**src/rtl/pss_pkg.sv**
```systemverilog
`timescale 1ns / 1ps
`default_nettype none

package pss_pkg;

    localparam int MAX_STEPS_DEF = 256;

    localparam int IN_DATA_W  = 88;
    localparam int OUT_DATA_W = 80;
    localparam int CFG_W      = 24;

    localparam int PTR_W  = 9;
    localparam int DIST_W = 16;
    localparam int ANG_W  = 10;
    localparam int DT_W   = 20;
    localparam int TRAV_W = 24;
    localparam int NSD_W  = 25;
    localparam int HEAD_W = 27;
    localparam int ERR_W  = 27;
    localparam int EL_W   = 32;
    localparam int DIR_W  = 8;
    localparam int PROD_W = 52;
    localparam int CNT_W  = 5;

    localparam logic signed [HEAD_W-1:0] HEAD_MAX = 27'sd47185920;
    localparam logic signed [27:0] HALF_TURN = 28'sd11796480;
    localparam logic signed [27:0] FULL_TURN = 28'sd23592960;
    localparam logic signed [29:0] DIR_LIMIT = 30'sd5242880;

    localparam logic REQ_LOAD = 1'b0;
    localparam logic REQ_TICK = 1'b1;

endpackage

`default_nettype wire

```
**src/rtl/pss_ram.sv**
```systemverilog
`timescale 1ns / 1ps
`default_nettype none

module pss_ram
    import pss_pkg::*;
#(
    parameter int WIDTH = 8,
    parameter int DEPTH = 256
)
(
    input  wire logic                     clk,
    input  wire logic                     we,
    input  wire logic [$clog2(DEPTH)-1:0] waddr,
    input  wire logic [WIDTH-1:0]         wdata,
    input  wire logic [$clog2(DEPTH)-1:0] raddr,
    output logic      [WIDTH-1:0]         rdata
);

    logic [WIDTH-1:0] mem [DEPTH];

    always_ff @(posedge clk)
    begin
        if (we)
        begin
            mem[waddr] <= wdata;
        end
        rdata <= mem[raddr];
    end

endmodule

`default_nettype wire

```
**config.mk**
```make
export PLATFORM = sky130hd
export DESIGN_NAME = pss_ram
export DESIGN_NICKNAME = d
export VERILOG_FILES = /design/src/rtl/pss_pkg.sv /design/src/rtl/pss_ram.sv
export SDC_FILE = /design/constraint.sdc
export NUM_CORES = 2
export LEC_CHECK = 0
export BUFFER_PORTS_ARGS = -buffer_cell sky130_fd_sc_hd__buf_2
export CORE_UTILIZATION = 45
export DETAILED_ROUTE_END_ITERATION = 6
export HOLD_SLACK_MARGIN = 0.03
export PLACE_DENSITY_LB_ADDON = 0.12
export SETUP_SLACK_MARGIN = 0.15
export SYNTH_ARGS = -nofsm -noshare
export SYNTH_HDL_FRONTEND = slang
export SYNTH_SLANG_ARGS = --single-unit
export TNS_END_PERCENT = 10
```
**constraint.sdc**
```tcl
create_clock -name clk -period 8.3 [get_ports clk]
set_clock_uncertainty 0.1 [all_clocks]
set_input_delay 2.075 -clock clk [delete_from_list [all_inputs] [get_ports clk]]
set_output_delay 2.075 -clock clk [all_outputs]
set_load 0.03 [all_outputs]
```
# ---- Yosys cells after proc, flatten, opt, wreduce, memory -nomap -nowiden
# Memories as Yosys holds them, arrays and structs flattened. A register that Yosys moved wholly into a read port is not among the register bits.
# Index checks and enable logic that the tools add are counted.
dict set report word_totals {
  word_cells 3
  mem_count 1
  in_bits 26
  register_bits 0
  out_inout_bits 8
  mem_bits_rw 2048
}
# memory depth width rd rd_ports_with_merged_regs wr line
set memory_table {}
lappend memory_table {mem 256 8 1 1 1 pss_ram.sv:19} ;# logic [WIDTH-1:0] mem [DEPTH];
dict set report op_classes {
  n_mux 2
}
# operator count
set op_table {}
lappend op_table {{$mux 1} 2}

# ---- Depth between registers and ports, before layout
dict set report logic_depth {
  ltp_word 2
  mapped_depth 11
  mapped_depth_nobuf 6
}

# ---- Least setup slack after synthesis
# OpenSTA, ideal clock, no wires.
dict set report synth_timing {
  path_type {input-to-reg}
  start {input port raddr[0]}
  end {register rdata[2], read port of mem}
  required_ps 8069
  n_path_buf 4
  stages 9
  t_arrival_ps 3882
  slack_ps 4187
  path_cell_list {buf_6 buf_12 buf_8 buf_2 mux4_2 a22oi_1 a21oi_1 nor4_1 nor4_2}
}
# item line
set synth_rtl {}
lappend synth_rtl {{start, declared} pss_ram.sv:15} ;# input wire logic [$clog2(DEPTH)-1:0] raddr,
lappend synth_rtl {{end, declared} pss_ram.sv:16} ;# output logic [WIDTH-1:0] rdata

==> flow_metrics.py <==
metrics = {
    "synthesis": {
        "synthesis.area_um2": 79600,
        "synth_top_area_share_pct": 77.3,
        "synth_area_per_cell_um2": 21.3,
        "yosys_warnings": 0,
        "synth_nets": 3759,
        "syn_inst": 3733,
        "synth-async-reset-ratio_pct": 0,
        "ys.flop_type": "edfxtp_1",
        "synth_cell_types": 55,
        "ys_ff_latch": 2056,
        "yosysTopAreaCell": "edfxtp_1",
        "ys_seq_area_share_pct": 77.5,
        "synthTopCellsByArea": "edfxtp_1, mux4_2, mux2i_1",
        "synth-edff-count": 2048,
    },
    "worst_setup_path": {
        "crit_path_max_incr_delay_ns": 0.72,
        "cp_slowest_cell": "or2b_1",
        "critPathArrivalTime_ns": 5.82,
        "worstSetupPathType": "primary input to flop",
        "crit_required_ns": 8.96,
        "worstReg2RegEnd": "rdata[6]",
        "crit_family": "simple AND/OR/NAND/NOR gates",
        "reg2reg_slack_ns": 5.26,
        "rr_worst_depth": 6,
        "crit_fanout": 33,
        "r2r_start": "mem[83][6]",
        "crit_path_end_kind": "flop",
        "start_kind": "primary input",
        "crit_buf_inv": 2,
        "crit_chain": "buf_4, buf_4, or2b_1, o221ai_1, nand2_1, a21oi_1, nor4_1, nor4_1",
    },
    "power_and_ir_drop": {
        "p_per_area_nw_per_um2": 244,
        "power_mw": 21.6,
        "p_clk_share_pct": 42.1,
        "power_frac_seq_pct": 53.1,
        "p_sw_mw": 4.71,
        "internal_power_mw": 16.9,
        "combPwrFrac_pct": 4.8,
        "p_leak_nw": 27.0,
        "switching_share_pct": 21.8,
        "vdd_drop_max_uv": 188,
    },
    "floorplanning": {
        "die_y_um": 422,
        "initial_core_util_pct": 45.5,
        "die_x_um": 422,
        "core_region_area_um2": 175000,
        "io_pins": 34,
        "die_area_um2": 178000,
        "std_cell_rows": 153,
    },
    "sta": {
        "maxSlewViolCount": 0,
        "setup_viol_count_final": 0,
        "finalCritPeriodShare_pct": 62.2,
        "tns_ns": 0,
        "rsz0062_at_grt": "no",
        "max_freq_mhz": 194,
        "slew-limit-headroom_pct": 12.8,
        "hold_viol_final": 0,
        "finalCriticalPeriod_ns": 5.16,
        "worst_pin_slew_ns": 1.31,
    },
    "route": {
        "wl_met2_um": 95500,
        "dr.pass1.iters": 6,
        "antenna_left": 0,
        "m1WireLength_um": 89600,
        "vias": 38300,
        "wl_um": 207000,
        "drc_errors": 0,
        "drtIter0Drc": 4343,
        "top_layer_used": "met5",
        "wl_per_cell_um": 32.8,
        "vias_per_cell": 6.07,
        "met3WireLength_um": 15700,
    },
    "global_route": {
        "globalRouteTotalUtil_pct": 23.3,
        "grt_pass1_vias": 38600,
        "antenna_found_initial": 19,
        "grt_overflow_total": 0,
        "grt_pass1_wl_um": 294000,
        "grt_max_degree": 172,
    },
    "job": {
        "max_cap_violations": 0,
    },
    "placement": {
        "gp_congestion": 0.851,
        "dp_hpwl_um": 125000,
        "io_buffers": 33,
    },
    "min_path": {
        "min_path_type": "flop to flop",
        "min_to": "rdata[5]",
        "hold_path_startpoint": "mem[32][5]",
        "hold_depth": 6,
    },
    "finish": {
        "nets": 3840,
        "syn_to_final_growth_pct": 11.5,
        "drive_gt1_share_pct": 21.8,
        "utilization_pct": 50.7,
    },
    "cts": {
        "numClockSinks": 2056,
        "h-tree-depth": 4,
        "cts_buffer_depth": 3,
        "cts_resized": 0,
        "cts_tree": "built",
        "post_cts_buffers": 0,
        "cts_inserted_buffers": 208,
        "cts_hold_buf": 0,
        "ctsRootBufferMaster": "clkbuf_16",
        "cts.reportedPaths.clkPinSlew_ns": 0.06,
        "worstSkewPairLatency_ns": 0.87,
    },
    "status": {
        "run_status": "complete, no violations",
    },
}
[per-layer routing]
metal	global-route usage, %	vias up
met5	0	-
met4	7.46	2
met3	4.88	290
met2	35.1	1456
met1	34.1	20700
li1	-	15900
[worst register-to-register path, cell delays in order, from the launching register on]
cell and delay [ns]:
edfxtp_1 0.37, mux4_2 0.47, a22o_1 0.27, a221oi_2 0.61, o32ai_2 0.27, nor3_1 0.67, nor4_2 0.12
[power groups by stage]
stage	combinational (mW)	clock [mW]	sequential [mW]
floorplan	0.556	0	11.7
global route	1.10	9.60	11.5
finish	1.05	9.08	11.5
detailed placement	1.05	0	11.7
CTS	1.05	9.23	11.5
global placement	1.05	0	11.7
[worst max-delay path by stage]
stage	slack, ns	endpoint	from	depth (start not counted)
final	3.14	rdata[4]	raddr[2]	8
after global placement	1.93	rdata[6]	raddr[0]	7
after CTS	3.01	rdata[1]	raddr[2]	8
after floorplan	4.19	rdata[2]	raddr[0]	9
after detailed placement	2.06	rdata[1]	raddr[2]	8
after global routing	2.93	rdata[4]	raddr[2]	8
[cells in the final DEF, fill, tap and decap left out, types with 30 or more instances in the layout]
cell type	Yosys	layout
edfxtp_1	2048	2048
clkbuf_16	0	211
mux2i_1	134	134
clkinv_1	1	46
nor2_1	282	279
a22oi_1	133	133
a21oi_1	96	96
mux4_2	454	454
clkinv_2	0	30
clkbuf_1	111	53
buf_4	27	57
o221ai_1	46	46
nand2_1	33	33
[synth_stat cells, types with 3 or more instances]
library cell  count
buf_4            27
o22ai_1          28
buf_2            31
nand3_1          34
nor3_1           22
a22o_1            8
nand2b_1          8
a221oi_1         13
edfxtp_1       2048
nor2b_1          31
o211ai_1         10
o21ai_0          10
buf_6            21
nand2_1          33
and2_1            6
buf_1            22
dfxtp_1           8
a211oi_1         16
o32ai_1           4
a22oi_1         133
o22a_1            5
nand4_1          10
or2_2             4
mux2i_1         134
nor4_2            3
clkbuf_1        111
a21oi_1          96
mux4_2          454
buf_8            13
nor4_1           24
nor2_1          282
o221ai_1         46
buf_12            8
[sequential cells by signal (all words and copies together), names as in the netlist]
signal  flops
mem      2048
rdata       8
[kinds of logic (layout without fill, tap and decap cells)]
group / count (synthesis) / count (layout) / synth area share (%)
AOI/OAI and AO/OA: 385 / 385 / 3.42
buffers and inverters: 235 / 484 / 1.83
DFF: 2056 / 2056 / 77.5
muxes: 591 / 591 / 14.6
other: 0 / 5 / 0
and+or+nand+nor: 466 / 466 / 2.63
[area by class of cell]
| type | count | area [um^2] |
|---|---|---|
| Clock buffer | 271 | 5580 |
| Antenna cell | 5 | 12.5 |
| Clock inverter | 107 | 967 |
| Tap cell | 2325 | 2910 |
| Multi-Input combinational cell | 1442 | 16500 |
| Timing Repair Buffer | 104 | 1000 |
| Inverter | 2 | 7.51 |
| Fill cell | 13800 | 86100 |
| Sequential cell | 2056 | 61700 |
[through the flow]
| stage | cells | instance area [um^2] | worst slack [ns] | hold slack (ns) |
|---|---|---|---|---|
| global placement | 5929 | 82100 | 1.93 | 0.898 |
| CTS | 6307 | 88700 | 3.01 | 0.943 |
| floorplan | 3733 | 79600 | 4.19 | 0.670 |
| global route | 6307 | 88700 | 2.93 | 1.00 |
| finish | 6312 | 88700 | 3.14 | 0.946 |
| detailed placement | 5929 | 82100 | 2.06 | 0.907 |
Power figures use the tool's default switching activity.
